`config.mk`:
```
export PLATFORM = sky130hd
export DESIGN_NAME = text_command_line_recognizer
export DESIGN_NICKNAME = d
export VERILOG_FILES = /design/src/rtl/core/tlr_pkg.sv /design/src/rtl/core/text_command_line_recognizer.sv /design/src/rtl/core/tlr_ram.sv /design/src/rtl/core/tlr_cmp.sv
export SDC_FILE = /design/constraint.sdc
export NUM_CORES = 1
export LEC_CHECK = 0
export BUFFER_PORTS_ARGS = -buffer_cell sky130_fd_sc_hd__buf_2
export CORE_MARGIN = 1
export CORE_UTILIZATION = 35
export CTS_CLUSTER_DIAMETER = 150
export DETAILED_ROUTE_END_ITERATION = 7
export GPL_ROUTABILITY_DRIVEN = 0
export SLEW_MARGIN = 5
export SYNTH_ARGS = -nofsm -noshare
export SYNTH_HDL_FRONTEND = slang
export SYNTH_SLANG_ARGS = --single-unit
export TNS_END_PERCENT = 30
```
`constraint.sdc`:
```
create_clock -name clock -period 7.75 [get_ports clock]
set_input_delay 1.1625 -clock clock [delete_from_list [all_inputs] [get_ports clock]]
set_output_delay 1.1625 -clock clock [all_outputs]
set_load 0.02 [all_outputs]
```
`src/rtl/core/tlr_pkg.sv`:
```
`default_nettype none
// ----------------------------------------------------------------------------
// tlr_pkg: shared definitions for the text command line recognizer
// Byte codes, command codes, the command text table and the compare result.
// ----------------------------------------------------------------------------
package tlr_pkg;

   localparam int LINE_CAPACITY_DEF = 32;
   localparam int POS_W             = 8;
   localparam int NUM_CMDS          = 4;
   localparam int CMD_TEXT_W        = 80;

   localparam logic [7:0] BYTE_CR  = 8'h0D;
   localparam logic [7:0] BYTE_LF  = 8'h0A;
   localparam logic [7:0] BYTE_NUL = 8'h00;

   localparam logic [2:0] CODE_LED_ON     = 3'd0;
   localparam logic [2:0] CODE_LED_OFF    = 3'd1;
   localparam logic [2:0] CODE_LED_TOGGLE = 3'd2;
   localparam logic [2:0] CODE_STATUS     = 3'd3;
   localparam logic [2:0] CODE_UNKNOWN    = 3'd4;

   // Command texts are right-justified in the vector, first character highest.
   localparam logic [CMD_TEXT_W-1:0] CMD_TEXT [NUM_CMDS] = '{
      CMD_TEXT_W'("LED ON"), CMD_TEXT_W'("LED OFF"),
      CMD_TEXT_W'("LED TOGGLE"), CMD_TEXT_W'("STATUS")};
   localparam logic [POS_W-1:0] CMD_LEN [NUM_CMDS] = '{8'd6, 8'd7, 8'd10, 8'd6};

   typedef struct packed {
      logic [NUM_CMDS-1:0] match;
      logic                zero;
   } cmp_result_type;

   function automatic logic [7:0] cmd_char(input logic [1:0] k,
                                           input logic [POS_W-1:0] pos);
      logic [CMD_TEXT_W-1:0] text;
      logic [POS_W-1:0]      len;
      logic [7:0]            ch;
      text = CMD_TEXT[k];
      len  = CMD_LEN[k];
      ch   = BYTE_NUL;
      if (pos < len) begin
         ch = text[8*(int'(len) - 1 - int'(pos)) +: 8];
      end
      return ch;
   endfunction

   // Lowest command index wins; no candidate left means unknown.
   function automatic logic [2:0] classify(input logic [NUM_CMDS-1:0] flags,
                                           input logic [POS_W-1:0] eff);
      logic [2:0] code;
      code = CODE_UNKNOWN;
      for (int k = NUM_CMDS - 1; k >= 0; k--) begin
         if (flags[k] && (eff == CMD_LEN[k])) begin
            code = 3'(k);
         end
      end
      return code;
   endfunction

endpackage
`default_nettype wire

```
`src/rtl/core/text_command_line_recognizer.sv`:
```
`default_nettype none
// ----------------------------------------------------------------------------
// text_command_line_recognizer: console line collector and command decoder
// Collects bytes into a line store and decodes a finished line into a code.
// ----------------------------------------------------------------------------
//  Channel | Direction | Handshake          | Payload
//  req     | in        | req_valid/stall    | req_rx_byte
//  rsp     | out       | rsp_valid/stall    | line_done, command_code,
//          |           |                    | overflow_hit, overflow_total
//
// An ordinary byte is accepted, then its result goes into the result register.
// For a line terminator, n characters are compared in between (at most 11):
// each character is one registered read of the line store followed by one
// pass through the shared compare unit.
// Synchronous reset empties the line, leaves discard mode and clears the count.
// While a result word is stalled one more word is taken and processed; its
// result then waits, and no further word is taken until the stalled one drains.
// ----------------------------------------------------------------------------
module text_command_line_recognizer #(
   parameter int LINE_CAPACITY = tlr_pkg::LINE_CAPACITY_DEF
) (
   input  wire logic        clock,
   input  wire logic        reset,
   input  wire logic        req_valid,
   output logic             req_stall,
   input  wire logic [7:0]  req_rx_byte,
   output logic             rsp_valid,
   input  wire logic        rsp_stall,
   output logic             rsp_line_done,
   output logic [2:0]       rsp_command_code,
   output logic             rsp_overflow_hit,
   output logic [31:0]      rsp_overflow_total
);

   localparam int DEPTH  = LINE_CAPACITY - 1;
   localparam int LEN_W  = $clog2(LINE_CAPACITY);
   localparam int ADDR_W = $clog2(DEPTH);
   localparam logic [LEN_W-1:0] DEPTH_L = LEN_W'(DEPTH);

   localparam logic [1:0] ST_IDLE = 2'd0;
   localparam logic [1:0] ST_READ = 2'd1;
   localparam logic [1:0] ST_CMP  = 2'd2;
   localparam logic [1:0] ST_PUT  = 2'd3;

   logic [1:0]                   state_ff, state_in;
   logic [LEN_W-1:0]             len_ff, len_in;
   logic                         discard_ff, discard_in;
   logic [31:0]                  ovf_ff, ovf_in;
   logic [LEN_W-1:0]             idx_ff, idx_in;
   logic [tlr_pkg::NUM_CMDS-1:0] match_ff, match_in;
   logic                         res_done_ff, res_done_in;
   logic [2:0]                   res_code_ff, res_code_in;
   logic                         res_hit_ff, res_hit_in;

   logic                         rsp_valid_ff, rsp_valid_in;
   logic                         rsp_done_ff;
   logic [2:0]                   rsp_code_ff;
   logic                         rsp_hit_ff;
   logic [31:0]                  rsp_total_ff;

   logic                         accept;
   logic                         is_term;
   logic                         store_wr;
   logic                         rsp_load;
   logic [7:0]                   rd_data;
   logic [LEN_W-1:0]             idx_nx;
   tlr_pkg::cmp_result_type      cmp_res;

   assign accept   = req_valid && !req_stall;
   assign is_term  = (req_rx_byte == tlr_pkg::BYTE_CR) || (req_rx_byte == tlr_pkg::BYTE_LF);
   assign store_wr = accept && !is_term && !discard_ff && (len_ff < DEPTH_L);
   assign rsp_load = (state_ff == ST_PUT) && (!rsp_valid_ff || !rsp_stall);
   assign idx_nx   = idx_ff + LEN_W'(1);

   tlr_ram #(
      .WIDTH (8),
      .DEPTH (DEPTH)
   ) u_store (
      .clock   (clock),
      .wr_en   (store_wr),
      .wr_addr (len_ff[ADDR_W-1:0]),
      .wr_data (req_rx_byte),
      .rd_en   (state_ff == ST_READ),
      .rd_addr (idx_ff[ADDR_W-1:0]),
      .rd_data (rd_data)
   );

   tlr_cmp u_cmp (
      .char_in  (rd_data),
      .pos      (tlr_pkg::POS_W'(idx_ff)),
      .match_in (match_ff),
      .result   (cmp_res)
   );

   always_comb begin
      state_in    = state_ff;
      len_in      = len_ff;
      discard_in  = discard_ff;
      ovf_in      = ovf_ff;
      idx_in      = idx_ff;
      match_in    = match_ff;
      res_done_in = res_done_ff;
      res_code_in = res_code_ff;
      res_hit_in  = res_hit_ff;
      case (state_ff)
         ST_IDLE: begin
            if (accept) begin
               res_done_in = 1'b0;
               res_code_in = tlr_pkg::CODE_LED_ON;
               res_hit_in  = 1'b0;
               state_in    = ST_PUT;
               if (is_term) begin
                  if (discard_ff) begin
                     discard_in = 1'b0;
                     len_in     = '0;
                  end else if (len_ff != '0) begin
                     idx_in   = '0;
                     match_in = '1;
                     state_in = ST_READ;
                  end
               end else if (!discard_ff) begin
                  if (len_ff >= DEPTH_L) begin
                     ovf_in     = ovf_ff + 32'd1;
                     len_in     = '0;
                     discard_in = 1'b1;
                     res_hit_in = 1'b1;
                  end else begin
                     len_in = len_ff + LEN_W'(1);
                  end
               end
            end
         end
         ST_READ: begin
            state_in = ST_CMP;
         end
         ST_CMP: begin
            // A zero byte ends the text early; the line end or a dead candidate
            // set ends the scan as well.
            if (cmp_res.zero) begin
               res_code_in = tlr_pkg::classify(match_ff, tlr_pkg::POS_W'(idx_ff));
               res_done_in = 1'b1;
               len_in      = '0;
               state_in    = ST_PUT;
            end else if (idx_nx == len_ff) begin
               res_code_in = tlr_pkg::classify(cmp_res.match, tlr_pkg::POS_W'(len_ff));
               res_done_in = 1'b1;
               len_in      = '0;
               state_in    = ST_PUT;
            end else if (cmp_res.match == '0) begin
               res_code_in = tlr_pkg::CODE_UNKNOWN;
               res_done_in = 1'b1;
               len_in      = '0;
               state_in    = ST_PUT;
            end else begin
               match_in = cmp_res.match;
               idx_in   = idx_nx;
               state_in = ST_READ;
            end
         end
         ST_PUT: begin
            if (rsp_load) begin
               state_in = ST_IDLE;
            end
         end
         default: begin
            state_in = ST_IDLE;
         end
      endcase
   end

   always_comb begin
      rsp_valid_in = rsp_valid_ff;
      if (rsp_load) begin
         rsp_valid_in = 1'b1;
      end else if (rsp_valid_ff && !rsp_stall) begin
         rsp_valid_in = 1'b0;
      end
   end

   always_ff @(posedge clock) begin
      if (reset) begin
         state_ff     <= ST_IDLE;
         len_ff       <= '0;
         discard_ff   <= 1'b0;
         ovf_ff       <= '0;
         rsp_valid_ff <= 1'b0;
      end else begin
         state_ff     <= state_in;
         len_ff       <= len_in;
         discard_ff   <= discard_in;
         ovf_ff       <= ovf_in;
         rsp_valid_ff <= rsp_valid_in;
      end
   end

   always_ff @(posedge clock) begin
      idx_ff      <= idx_in;
      match_ff    <= match_in;
      res_done_ff <= res_done_in;
      res_code_ff <= res_code_in;
      res_hit_ff  <= res_hit_in;
      if (rsp_load) begin
         rsp_done_ff  <= res_done_ff;
         rsp_code_ff  <= res_code_ff;
         rsp_hit_ff   <= res_hit_ff;
         rsp_total_ff <= ovf_ff;
      end
   end

   assign req_stall          = (state_ff != ST_IDLE);
   assign rsp_valid          = rsp_valid_ff;
   assign rsp_line_done      = rsp_done_ff;
   assign rsp_command_code   = rsp_code_ff;
   assign rsp_overflow_hit   = rsp_hit_ff;
   assign rsp_overflow_total = rsp_total_ff;

endmodule
`default_nettype wire

```
`src/rtl/core/tlr_ram.sv`:
```
`default_nettype none
// ----------------------------------------------------------------------------
// tlr_ram: generic single-port-write, single-port-read RAM
// One write and one registered read per cycle.
// ----------------------------------------------------------------------------
module tlr_ram #(
   parameter int WIDTH = 8,
   parameter int DEPTH = 31
) (
   input  wire logic                     clock,
   input  wire logic                     wr_en,
   input  wire logic [$clog2(DEPTH)-1:0] wr_addr,
   input  wire logic [WIDTH-1:0]         wr_data,
   input  wire logic                     rd_en,
   input  wire logic [$clog2(DEPTH)-1:0] rd_addr,
   output logic      [WIDTH-1:0]         rd_data
);

   logic [WIDTH-1:0] mem_ff [DEPTH];

   always_ff @(posedge clock) begin
      if (wr_en) begin
         mem_ff[wr_addr] <= wr_data;
      end
      if (rd_en) begin
         rd_data <= mem_ff[rd_addr];
      end
   end

endmodule
`default_nettype wire

```
`src/rtl/core/tlr_cmp.sv`:
```
`default_nettype none
// ----------------------------------------------------------------------------
// tlr_cmp: shared character compare unit
// Checks one stored character against every command text at one position.
// ----------------------------------------------------------------------------
module tlr_cmp (
   input  wire logic [7:0]                   char_in,
   input  wire logic [tlr_pkg::POS_W-1:0]    pos,
   input  wire logic [tlr_pkg::NUM_CMDS-1:0] match_in,
   output tlr_pkg::cmp_result_type           result
);

   always_comb begin
      result.zero = (char_in == tlr_pkg::BYTE_NUL);
      for (int k = 0; k < tlr_pkg::NUM_CMDS; k++) begin
         result.match[k] = match_in[k] && (pos < tlr_pkg::CMD_LEN[k]) &&
                           (char_in == tlr_pkg::cmd_char(2'(k), pos));
      end
   end

endmodule
`default_nettype wire

```
# Yosys cells after proc, flatten, opt, wreduce, memory -nomap -nowiden
# Memory sizes are Yosys's and may differ from the RTL's. A register that Yosys moved wholly into a read port is not among the register bits.
# Index checks and enable logic that the tools add are counted.
dict set report totals {
  regBits 92
  mem_bits_rw 248
  inputBits 12
  out_inout_bits 39
  wordCells 165
  n_memories 1
}
# name words width rd rd_clocked_by_memory_dff wr line
set memory_table {}
lappend memory_table {u_store.mem_ff 31 8 1 1 1 tlr_ram.sv:19} ;# logic [WIDTH-1:0] mem_ff [DEPTH];
dict set report classes {
  add_sub_neg 6
  magnitude_cmp 5
  n_eq_ne 27
  n_shift 4
  mux 63
  bitwise 2
  reduce_logical 43
}
# operator n
set op_table {}
lappend op_table {{variable part select 80 x 32 -> 8 bit, first input constant} 4}
lappend op_table {{two-way mux 5 bit} 15}
lappend op_table {{two-way mux 3 bit} 12}
lappend op_table {{adder 32 x 1 -> 32 bit, second input constant} 1}
lappend op_table {{equality test 8 bit} 4}
lappend op_table {{two-way mux 8 bit} 4}
lappend op_table {{two-way mux 4 bit} 7}
lappend op_table {{logical AND 1 bit} 22}
lappend op_table {{equality test 5 x 3 -> 1 bit, second input constant} 4}
lappend op_table {{one-hot mux 5 bit (2 select lines)} 2}
lappend op_table {{equality test 8 x 4 -> 1 bit, second input constant} 2}
lappend op_table {{two-way mux 2 bit} 8}
lappend op_table {{inequality test 2 bit, second input constant} 8}
lappend op_table {{subtractor 3 x 5 -> 6 bit, first input constant} 2}
lappend op_table {{two-way mux 1 bit} 11}
lappend op_table {{adder 5 x 1 -> 5 bit, second input constant} 2}
lappend op_table {{equality test 5 x 4 -> 1 bit, second input constant} 2}
lappend op_table {{less-than comparator 5 x 3 -> 1 bit, second input constant} 2}
lappend op_table {{AND reduction 5 bit} 2}
lappend op_table {{logical NOT 8 bit} 1}
lappend op_table {{one-hot mux 2 bit (4 select lines)} 1}
lappend op_table {{one-hot mux 4 bit (2 select lines)} 1}
lappend op_table {{AND reduction 8 bit} 1}
lappend op_table {{inequality test 3 bit, second input constant} 2}
lappend op_table {{other kinds (20)} 30}

# Longest topological paths before layout
# Gate-level depths: netlist of run 1.
dict set report logic_depth {
  word_depth 13
  mapped_depth 14
}

# Hierarchy
# A second synthesis of run 1 with hierarchy kept.
dict set report hier_totals {
  cells_unflattened 1086
  area_unflattened_um2 15302.2
}
# module n_inst cells_each area_per_inst_um2 seq_area_each_um2
set by_module_without_submodules {}
lappend by_module_without_submodules {tlr_ram 1 561 10188.5 7687.4}
lappend by_module_without_submodules {text_command_line_recognizer 1 373 4092.7 2352.3}
lappend by_module_without_submodules {tlr_cmp 1 152 1021.0 0.0}

# Least setup slack after synthesis of run 1
# Ideal clock, no wire load.
dict set report synth_path {
  path_type {register -> register}
  from {reg idx_ff[2]}
  to {reg idx_ff[0], enable pin}
  arrival_ns 3.788
  required_ns 7.371
  path_slack_ns 3.583
  stages_incl_launch_ff 14
  n_path_buf 4
  synth_period_minus_slack_ns 4.167
  path_cell_list {edfxtp_1 -> buf_4 -> inv_2 -> buf_1 -> ha_1 -> buf_2 -> buf_2 -> nor2_1 -> o21ai_1 -> a211oi_1 -> a32oi_1 -> a2111oi_2 -> o41ai_4 -> o22ai_1}
}
dict set report synth_between {
  elab_chain_len 8
  word_cells_on_any_way 32
  classes_between {4 x add/sub; 3 x order compare; 7 x eq/ne; 4 x shift; 4 x mux; 10 x reduce/logical}
}
# element line
set synth_lines {}
lappend synth_lines {{start, declared} text_command_line_recognizer.sv:49} ;# logic [LEN_W-1:0] idx_ff, idx_in;
lappend synth_lines {{start signal, assigned} text_command_line_recognizer.sv:197} ;# idx_ff <= idx_in;
lappend synth_lines {{subtractor 3 x 5 -> 6 bit / subtractor 4 x 5 -> 6 bit (equally long branches)} tlr_pkg.sv:43} ;# ch = text[8*(int'(len) - 1 - int'(pos)) +: 8];
lappend synth_lines {{variable part select 80 x 32 -> 8 bit} tlr_pkg.sv:43}
lappend synth_lines {{two-way mux 8 bit} tlr_pkg.sv:42} ;# if (pos < len) begin
lappend synth_lines {{equality test 8 bit} tlr_cmp.sv:17} ;# (char_in == tlr_pkg::cmd_char(2'(k), pos));
lappend synth_lines {{logical AND 1 bit} tlr_cmp.sv:16} ;# result.match[k] = match_in[k] && (pos < tlr_pkg::CMD_LEN[k]) &&
lappend synth_lines {{logical NOT 4 bit} text_command_line_recognizer.sv:149} ;# end else if (cmp_res.match == '0) begin
lappend synth_lines {{inequality test 2 bit (no line)} n/a}
lappend synth_lines {{AND reduction 8 bit (no line) (*)} n/a}
# Mark *: on every way between the ends. The rest lies on a longest branch, timed or not.
# A chain may end at the register's enable or synchronous reset.

# Worst setup path after layout of run 1
dict set report layout_path {
  from {reg idx_ff[2]}
  to {reg idx_ff[2], enable pin}
}
# Same word-level chain as after synthesis.

==> impl_metrics.toml, run 1 <==
[run_status]
status = "finished clean"

[routing]
vias = 8294
drcViolationCount = 0
wl_per_cell_um = 19.76
drt_iter0_markers = 767
wirelength_um = 31200
vias_per_cell = 5.253
antenna_left = 0
dr.pass1.iters = 5

[synth]
syn_area_um2 = 14860
synthCells = 963
ys.flop_type = "edfxtp_1"
syn_nets = 987
yosysSeqAreaShare_pct = 67.55
synth_edf_count = 307
synth_area_per_cell_um2 = 15.43
yosys_warnings = 0
synth-seq-cells = 348
synth.distinct_cells = 73
async_flop_share_pct = 0

[grt]
grt_pass1_wl_um = 49170
met1_usage_pct = 20.49
gr-usage-met3_pct = 2.430
top_usage_layer = "met2"
met2_usage_pct = 23.21
grt-ovfl-total = 0
track_usage_pct = 14.62
antenna_found_initial = 0
grt_pass1_vias = 8313
grt_max_degree = 71

[clock_network]
cts-root-buf = "clkbuf_16"
post_cts_buffers = 0
cts.sinks = 348
cts_tree = "built"
hold_buffers = 0
clk_path_buf_depth = 3
worstSkewPairLatency_ns = 0.54
cts_buffers = 37
ctsResizeCount = 0
htreeDepth = 2
clk_pin_slew_ns = 0.06

[power_and_ir_drop]
seqPwrFrac_pct = 53.0
vdd_ir_drop_max_uv = 188.9
swShare_pct = 20.68
clkPwrFrac_pct = 44.3
p_leak_nw = 5.511
p_int_mw = 3.100
p_comb_share_pct = 2.6
switchingPower_mw = 0.8085
power_density_nw_per_um2 = 232.0

[critical_path]
path_class = "flop to flop"
end_kind = "flop"
crit_fanout = 19
crit_path_start_kind = "flop"
critPathRequiredTime_ns = 7.90
worstPathArrival_ns = 4.80

[placement]
dp_hpwl_um = 20050
placed_cells = 1512
placed_cell_area_um2 = 15640
io_buffers = 50

[cells_and_area]
area_growth_pct = 13.39
stdcell_count = 1579
fin_nets = 1036
diodes = 0
layout-drive-gt1-share_pct = 19.23
design_area_um2 = 16850
layout_commonest_cell = "edfxtp_1"
final_cell_mix = "307 x edfxtp_1, 97 x nor2_1, 84 x nand2_1"

[worst_hold_path]
hp-class = "flop to flop"

[floorplanning]
dieArea_um2 = 43290
die_h_um = 208.1
num_rows = 75
initial_core_util_pct = 35.43
die_w_um = 208.1
core-area_um2 = 41950
io_pins = 51

[sta]
fin_crit_ns = 4.643
setup_tns_ns = 0
max_freq_mhz = 215.4
setup-violations-final = 0
slew_violations = 0
rsz0062_at_grt = "no"
slew_headroom_pct = 33.41
hold_viol = 0
worstMarginPinSlew_ns = 0.9988
skew_ns = 0.01615
period_share_pct = 59.91

[run]
drv_cap = 0
## cells by family (layout without fill, tap and decap cells)
kind of cell / count (synthesis) / count (layout) / share of synthesized area (%)
flip-flops: 348 / 348 / 67.55
AND/OR/NAND/NOR: 312 / 312 / 10.36
AO/OA/AOI/OAI: 96 / 96 / 4.681
multiplexers: 86 / 86 / 11.85
buffers and inverters: 61 / 138 / 1.718
XOR/XNOR: 48 / 48 / 2.829
adder cells (fa/ha/maj): 12 / 12 / 1.010
## registers in the layout, indices dropped and copies added (netlist names), 2 cells and up
signal / count
idx_ff: 5
len_ff: 5
ovf_ff: 32
u_store.rd_data: 8
state_ff: 2
res_code_ff: 3
match_ff: 4
rsp_command_code: 3
rsp_overflow_total: 32
u_store.mem_ff: 248
## through the flow
stage          worst slack, ns  power [mW]  hold WS, ns  util, %
2_1_floorplan            3.583       2.167       0.4003        -
3_3_place_gp             3.301       2.215       0.4066    37.29
3_5_place_dp             3.139       2.218       0.4089    37.29
4_1_cts                  3.131       3.945       0.4224    40.18
5_1_grt                  2.721       4.026       0.4407    40.18
6_report                 3.107       3.909       0.4186    40.18
## power by group through the flow
stage,Sequential [mW],Clock (mW),Combinational [mW]
after floorplan,2.11,0,0.0561
after global placement,2.11,0,0.104
after detailed placement,2.11,0,0.106
after CTS,2.07,1.77,0.106
after global routing,2.07,1.84,0.114
final,2.07,1.73,0.104
## path summary, 6_finish.rpt
| check | start | end | slack (ns) | cells past startpoint |
|---|---|---|---|---|
| setup / recovery | idx_ff[2] | idx_ff[2] | 3.11 | 9 |
| hold / removal | res_code_ff[2] | rsp_command_code[2] | 0.42 | 0 |
| setup reg to reg | idx_ff[2] | idx_ff[2] | 3.11 | 9 |
| hold reg to reg | res_code_ff[2] | rsp_command_code[2] | 0.42 | 0 |
## synthesized netlist by cell type (all sizes together) (10+ instances only)
| cell type | count | area [µm²] |
|---|---|---|
| edfxtp | 307 | 9219 |
| nor2 | 97 | 364.1 |
| nand2 | 84 | 315.3 |
| mux4 | 72 | 1622 |
| dfxtp | 41 | 820.8 |
| xor2 | 28 | 245.2 |
| clkbuf | 27 | 101.4 |
| o21ai | 27 | 135.1 |
| nand3 | 24 | 120.1 |
| a21oi | 22 | 110.1 |
| xnor2 | 20 | 175.2 |
| buf | 19 | 97.60 |
| inv | 15 | 56.31 |
| mux2i | 14 | 140.1 |
| nand4 | 14 | 87.58 |
| nand2b | 13 | 81.33 |
| ha | 12 | 150.1 |
| nor2b | 10 | 62.56 |
| nor3 | 10 | 61.31 |
## metal layers
metal,part of all wire (%),up-vias,routed length (µm)
li1,-,3822,-
met2,48,241,14920
met5,0,-,0
met1,44,4182,13850
met4,2.3,0,712
met3,5.5,49,1723
## cell type report
cell class	instances	area, µm²
fillers	3728	25090
well taps	539	674.4
multi-input cells	554	4578
clock inverters	14	128.9
repair buffers	56	295.3
flip-flops and latches	348	10040
clock buffers	53	1080
inverters	15	56.30
## worst max-delay path, cell delays in order (launching register included)
cell and delay, ns:
edfxtp_1 0.74, inv_2 0.45, ha_1 0.82, nand2_1 0.19, and2_1 0.22, o21ai_1 0.21
a32oi_1 0.09, a2111oi_2 0.59, o41ai_4 0.21, o22ai_1 0.73
No activity file was read; power rests on OpenSTA's default activity.
==> inputs of run 2 (changes only) <==
==> constraint.sdc (replaced) <==
create_clock -name clock -period 3.8 [get_ports clock]
set_input_delay 0.57 -clock clock [delete_from_list [all_inputs] [get_ports clock]]
set_output_delay 0.57 -clock clock [all_outputs]
set_load 0.02 [all_outputs]
==> run 2 against run 1 <==
  * Core utilization rose by 0.63 points
  * Final cell count rose by 3.0%
  * Sequential power rose by 100%
  * Count of clock-buffer cells in the layout fell by 5
  * Global-route usage rose by 0.21 points
  * Total power rose by 98%
  * Die area did not move
  * Critical path depth did not move
  * Combinational power rose by 110%
  * First-iteration DRC count fell by 19%
  * Critical endpoint is now idx_ff[4]
==> impl_metrics.toml, run 2 (synthesis gave the netlist of run 1 again) <==
[critical_path]
path_cells = "buf_4 -> ha_1 -> nor3_4 -> and3_4 -> nand2_1 -> a211o_1 -> a2111oi_4 -> o41ai_4 -> o22ai_2"
worstPathArrival_ns = 3.56
crit_path_start_kind = "flop"
end_kind = "flop"
crit_buf_inv = 1
critPathTopFamily = "compound AO/OA/AOI/OAI gates"
critPathRequiredTime_ns = 3.95
max_stage_delay_ns = 0.48
path_class = "flop to flop"
slowest_stage = "a2111oi_4"
crit_fanout = 23

[floorplanning]
initial_core_util_pct = 35.43
core-area_um2 = 41950
dieArea_um2 = 43290
io_pins = 51
num_rows = 75
die_w_um = 208.1
die_h_um = 208.1

[power_and_ir_drop]
power_density_nw_per_um2 = 452.3
finalPower_mw = 7.743
vdd_ir_drop_max_uv = 276.7
p_leak_nw = 5.716

[clock_network]
clk_path_buf_depth = 3
worstSkewPairLatency_ns = 0.53
cts.sinks = 348
cts_tree = "built"
post_cts_buffers = 0
clk_pin_slew_ns = 0.06
cts_buffers = 36
htreeDepth = 2
ctsResizeCount = 0
cts-root-buf = "clkbuf_16"
hold_buffers = 0

[placement]
io_buffers = 50
place_ws_ns = 0.4076
dp_hpwl_um = 20820

[sta]
setup_tns_ns = 0
worstMarginPinSlew_ns = 0.9898
hold_viol = 0
worst_slack_ns = 0.3936
setup-violations-final = 0
worst_hold_slack_ns = 0.3306
slew_headroom_pct = 34.01
max_freq_mhz = 293.6
skew_ns = 0.02528
slew_violations = 0
rsz0062_at_grt = "no"
fin_crit_ns = 3.406
period_share_pct = 89.64

[routing]
vias = 8393
vias_per_cell = 5.162
antenna_left = 0
wl_per_cell_um = 19.56
dr.pass1.iters = 5
drt_iter0_markers = 620
wirelength_um = 31800
drcViolationCount = 0

[cells_and_area]
nFillCells = 3764
layout_commonest_cell = "edfxtp_1"
fin_nets = 1085
area_growth_pct = 15.18
final_cell_mix = "307 x edfxtp_1, 97 x nor2_1, 84 x nand2_1"
diodes = 0
layout-drive-gt1-share_pct = 22.54
largest_reg_flops = 248
top_register = "u_store.mem_ff"

[grt]
grt-ovfl-total = 0
antenna_found_initial = 0
grt_max_degree = 51
grt_pass1_wl_um = 49670
track_usage_pct = 14.82
grt_pass1_vias = 8319

[worst_hold_path]
hp-class = "primary input to flop"

[run]
drv_cap = 0

[run_status]
status = "finished clean"
## run 2: cell types whose count changed in the layout (fill, tap and decap cells not counted), sizes merged
cell,previous run,this run
buf,56,106
clkbuf,53,48
clkinv,10,12
## run 2: where the power goes
group | switching, mW | internal, mW
logic | 0.157 | 0.0625
clock network | 1.40 | 1.89
registers | 0.0295 | 4.20
## run 2: final cells by class
class | count | area, µm² | share of cell area (%)
clock buffers | 48 | 987.2 | 5.767
flip-flops and latches | 348 | 10040 | 58.65
inverters | 15 | 56.30 | 0.3289
clock inverters | 16 | 105.1 | 0.6140
multi-input cells | 554 | 4584 | 26.78
well taps | 539 | 674.4 | 3.940
repair buffers | 106 | 670.6 | 3.918
## run 2: final timing paths
check | depth (start not counted) | start | end | slack (ns)
setup reg to reg | 9 | idx_ff[1] | idx_ff[4] | 0.39
hold / removal | 1 | req_rx_byte[1] | u_store.mem_ff[15][1] | 0.33
setup / recovery | 9 | idx_ff[1] | idx_ff[4] | 0.39
hold reg to reg | 0 | res_done_ff | rsp_line_done | 0.42
## run 2: through the flow
stage | utilization (%) | area (µm²) | cells
6_report | 40.81 | 17120 | 1626
5_1_grt | 40.81 | 17120 | 1626
4_1_cts | 40.81 | 17120 | 1626
3_5_place_dp | 38.20 | 16030 | 1562
3_3_place_gp | 38.20 | 16030 | 1562
2_1_floorplan | - | 14870 | 963
## run 2: layer usage
metal	GRT usage, %	vias to the layer above	wire length, µm	share of wire, %
li1	-	3899	-	-
met2	24.16	181	15400	48
met3	2.445	42	1376	4.3
met4	4.087	0	577	1.8
met5	0	-	0	0
met1	20.54	4271	14450	45
## run 2: worst reg2reg max path, delay by kind of cell (launching register included)
family                     cells  cell delay [ns]
AOI/OAI and AO/OA              4             1.38
and+or+nand+nor                3             0.68
DFF                            1             0.40
adders and majority gates      1             0.33
buffers and inverters          1             0.24
==> inputs of run 3 (changes only) <==
--- a/config.mk
+++ b/config.mk
@@ -5,6 +5,7 @@
 export SDC_FILE = /design/constraint.sdc
 export NUM_CORES = 1
 export LEC_CHECK = 0
+export ABC_AREA = 1
 export BUFFER_PORTS_ARGS = -buffer_cell sky130_fd_sc_hd__buf_2
 export CORE_MARGIN = 1
 export CORE_UTILIZATION = 35
==> run 3 against run 2 <==
  * Worst setup slack improved by 0.069 ns
  * Synthesized area increased by 3.8%
  * Total power increased by 19%
  * Critical endpoint is now match_ff[3]
  * Register-to-register slack improved by 0.07 ns
  * Hold slack improved by 0.016 ns
  * Highest routed layer unchanged
  * Sequential cell count unchanged
  * Synthesized cell count increased by 54%
  * Global-route usage increased by 2.9 points
  * Combinational power increased to 7.1 times the previous value
  * Routed wire length increased by 23%
==> impl_metrics.toml, run 3 <==
[critical_path]
r2r_setup_slack_ns = 0.46
r2r_start = "idx_ff[2]"
rr_endpoint = "match_ff[3]"
end_kind = "flop"
crit_fanout = 10
crit_path_start_kind = "flop"
r2r_cells = 19
critPathRequiredTime_ns = 4.02
worstPathArrival_ns = 3.56
crit_start = "idx_ff[2]"
path_class = "flop to flop"

[cells_and_area]
final_cell_mix = "307 x edfxtp_1, 259 x nor2_1, 233 x nand2_1"
fin_nets = 1579
ff_latch_area_um2 = 10040
multi_input_area_um2 = 4717
layout-drive-gt1-share_pct = 12.02
top_register = "u_store.mem_ff"
largest_reg_flops = 248
area_growth_pct = 14.23
nFillCells = 4107
design_area_um2 = 17620
layout_commonest_cell = "edfxtp_1"

[synth]
ys.flop_type = "edfxtp_1"
syn_nets = 1505
synth-seq-cells = 348
synthCells = 1481
synth.distinct_cells = 45
yosys_warnings = 0
yosys.area_share.simple_pct = 19.09
async_flop_share_pct = 0
synth_fa_ha_area_share_pct = 0.9732
synth.area.top_cells = "edfxtp_1 60%, nor2_1 6.3%, nand2_1 5.7%"
syn_area_um2 = 15430
yosysSeqAreaShare_pct = 65.08
synth.area.mux_share_pct = 0
synth_top_cell_by_area = "edfxtp_1"
yosysMostFrequentCell = "edfxtp_1"
yosys-top-cells-count = "307 x edfxtp_1, 260 x nor2_1, 233 x nand2_1, 135 x o21ai_0, 105 x inv_1"
synth_edf_count = 307
synth_area_per_cell_um2 = 10.42
synth_xor_area_share_pct = 0.9084
synth_top_family_by_area = "simple AND/OR/NAND/NOR gates"
synth_compound_area_share_pct = 9.554
netlist.area_leader.share_pct = 59.76

[routing]
antenna_left = 0
wirelength_um = 39090
drt_iter0_markers = 1062
drcViolationCount = 0
vias = 11173
dr.pass1.iters = 5
vias_per_cell = 5.156
wl_per_cell_um = 18.04

[sta]
period_share_pct = 87.84
rsz0062_at_grt = "no"
setup-violations-final = 0
hold_viol = 0
slew_violations = 0
fin_crit_ns = 3.338
setup_tns_ns = 0
skew_ns = 0.01946
worstMarginPinSlew_ns = 1.032
slew_headroom_pct = 31.06
max_freq_mhz = 299.6
worst_hold_slack_ns = 0.3466

[grt]
gr-usage-met3_pct = 3.145
grt_pass1_vias = 10883
grt_max_degree = 125
met1_usage_pct = 23.47
met2_usage_pct = 29.18
antenna_found_initial = 1
track_usage_pct = 17.75
grt-ovfl-total = 0
top_usage_layer = "met2"
grt_pass1_wl_um = 60980

[power_and_ir_drop]
p_leak_nw = 6.186
swShare_pct = 28.89
power_density_nw_per_um2 = 522.2
p_comb_share_pct = 16.9
clkPwrFrac_pct = 35.4
switchingPower_mw = 2.659
p_int_mw = 6.543
vdd_ir_drop_max_uv = 380.9
seqPwrFrac_pct = 47.7

[run]
drv_cap = 0

[placement]
placed_cell_area_um2 = 16530
dp_hpwl_um = 25500
io_buffers = 50

[floorplanning]
dieArea_um2 = 44920
initial_core_util_pct = 35.66
die_w_um = 211.9
io_pins = 51
core-area_um2 = 43270
die_h_um = 211.9
num_rows = 76

[clock_network]
clk_pin_slew_ns = 0.06
clk_path_buf_depth = 3
post_cts_buffers = 0
worstSkewPairLatency_ns = 0.54
cts_tree = "built"
cts.sinks = 348
ctsResizeCount = 0
cts-root-buf = "clkbuf_16"
htreeDepth = 2
hold_buffers = 0
cts_buffers = 35

[worst_hold_path]
hp-class = "primary input to flop"
worst_hold_path.endpoint = "rsp_valid"
min-delay-start = "rsp_stall"
hold_depth = 3

[run_status]
status = "finished clean"
## run 3: routing by layer
layer	vias up	wire [µm]
met5	-	0
met4	0	1120
met3	68	2462
met2	348	18510
met1	5417	17000
li1	5340	-
## run 3: power groups by stage
stage | logic [mW] | clock network [mW] | registers, mW
2_1_floorplan | 1.03 | 0 | 4.46
3_3_place_gp | 1.53 | 0 | 4.47
3_5_place_dp | 1.55 | 0 | 4.47
4_1_cts | 1.56 | 3.31 | 4.39
5_1_grt | 1.73 | 3.47 | 4.40
6_report | 1.56 | 3.25 | 4.39
## run 3: worst max path at each step
stage,end,slack (ns),cells past startpoint
after CTS,match_ff[3],0.53,19
after detailed placement,idx_ff[0],0.57,19
after global routing,match_ff[3],0.21,19
final,match_ff[3],0.46,19
after global placement,idx_ff[2],0.63,19
after floorplan,idx_ff[0],0.04,21
## run 3: cell type report
type / instances / area share [%]
Antenna cell: 1 / 0.01420
Clock buffer: 44 / 5.453
Clock inverter: 19 / 0.7242
Inverter: 113 / 2.464
Multi-Input combinational cell: 961 / 26.77
Sequential cell: 348 / 56.97
Tap cell: 585 / 4.154
Timing Repair Buffer: 96 / 3.451
## run 3: critical path, cell delays in order (launching register included)
cell and delay [ns]:
edfxtp_1 0.51, inv_1 0.16, ha_1 0.48, nand3_1 0.23, nor2_1 0.23, nor2_1 0.10, nand2_2 0.10, nand2_1 0.06
nand2_1 0.08, nand2_1 0.05, nor2_1 0.10, nand3_1 0.18, nand2_1 0.12, inv_1 0.04, nand2_1 0.05, nand2_1 0.06
nand2_2 0.08, nand2_1 0.06, nor3_1 0.13, buf_4 0.21
## run 3: kinds of logic after synthesis
kind of cell | count (synthesis)
compound gates | 263
xor+xnor | 16
fa+ha+maj | 12
buf+inv | 172
flops | 348
simple gates | 670
## run 3: per-stage QoR
stage / std cells / utilization [%] / worst slack (ns) / total power, mW
final: 2167 / 40.73 / 0.4622 / 9.202
after global routing: 2166 / 40.72 / 0.2106 / 9.599
after CTS: 2166 / 40.72 / 0.5298 / 9.257
after detailed placement: 2103 / 38.21 / 0.5676 / 6.021
after global placement: 2103 / 38.21 / 0.6260 / 6.002
after floorplan: 1481 / - / 0.04128 / 5.491
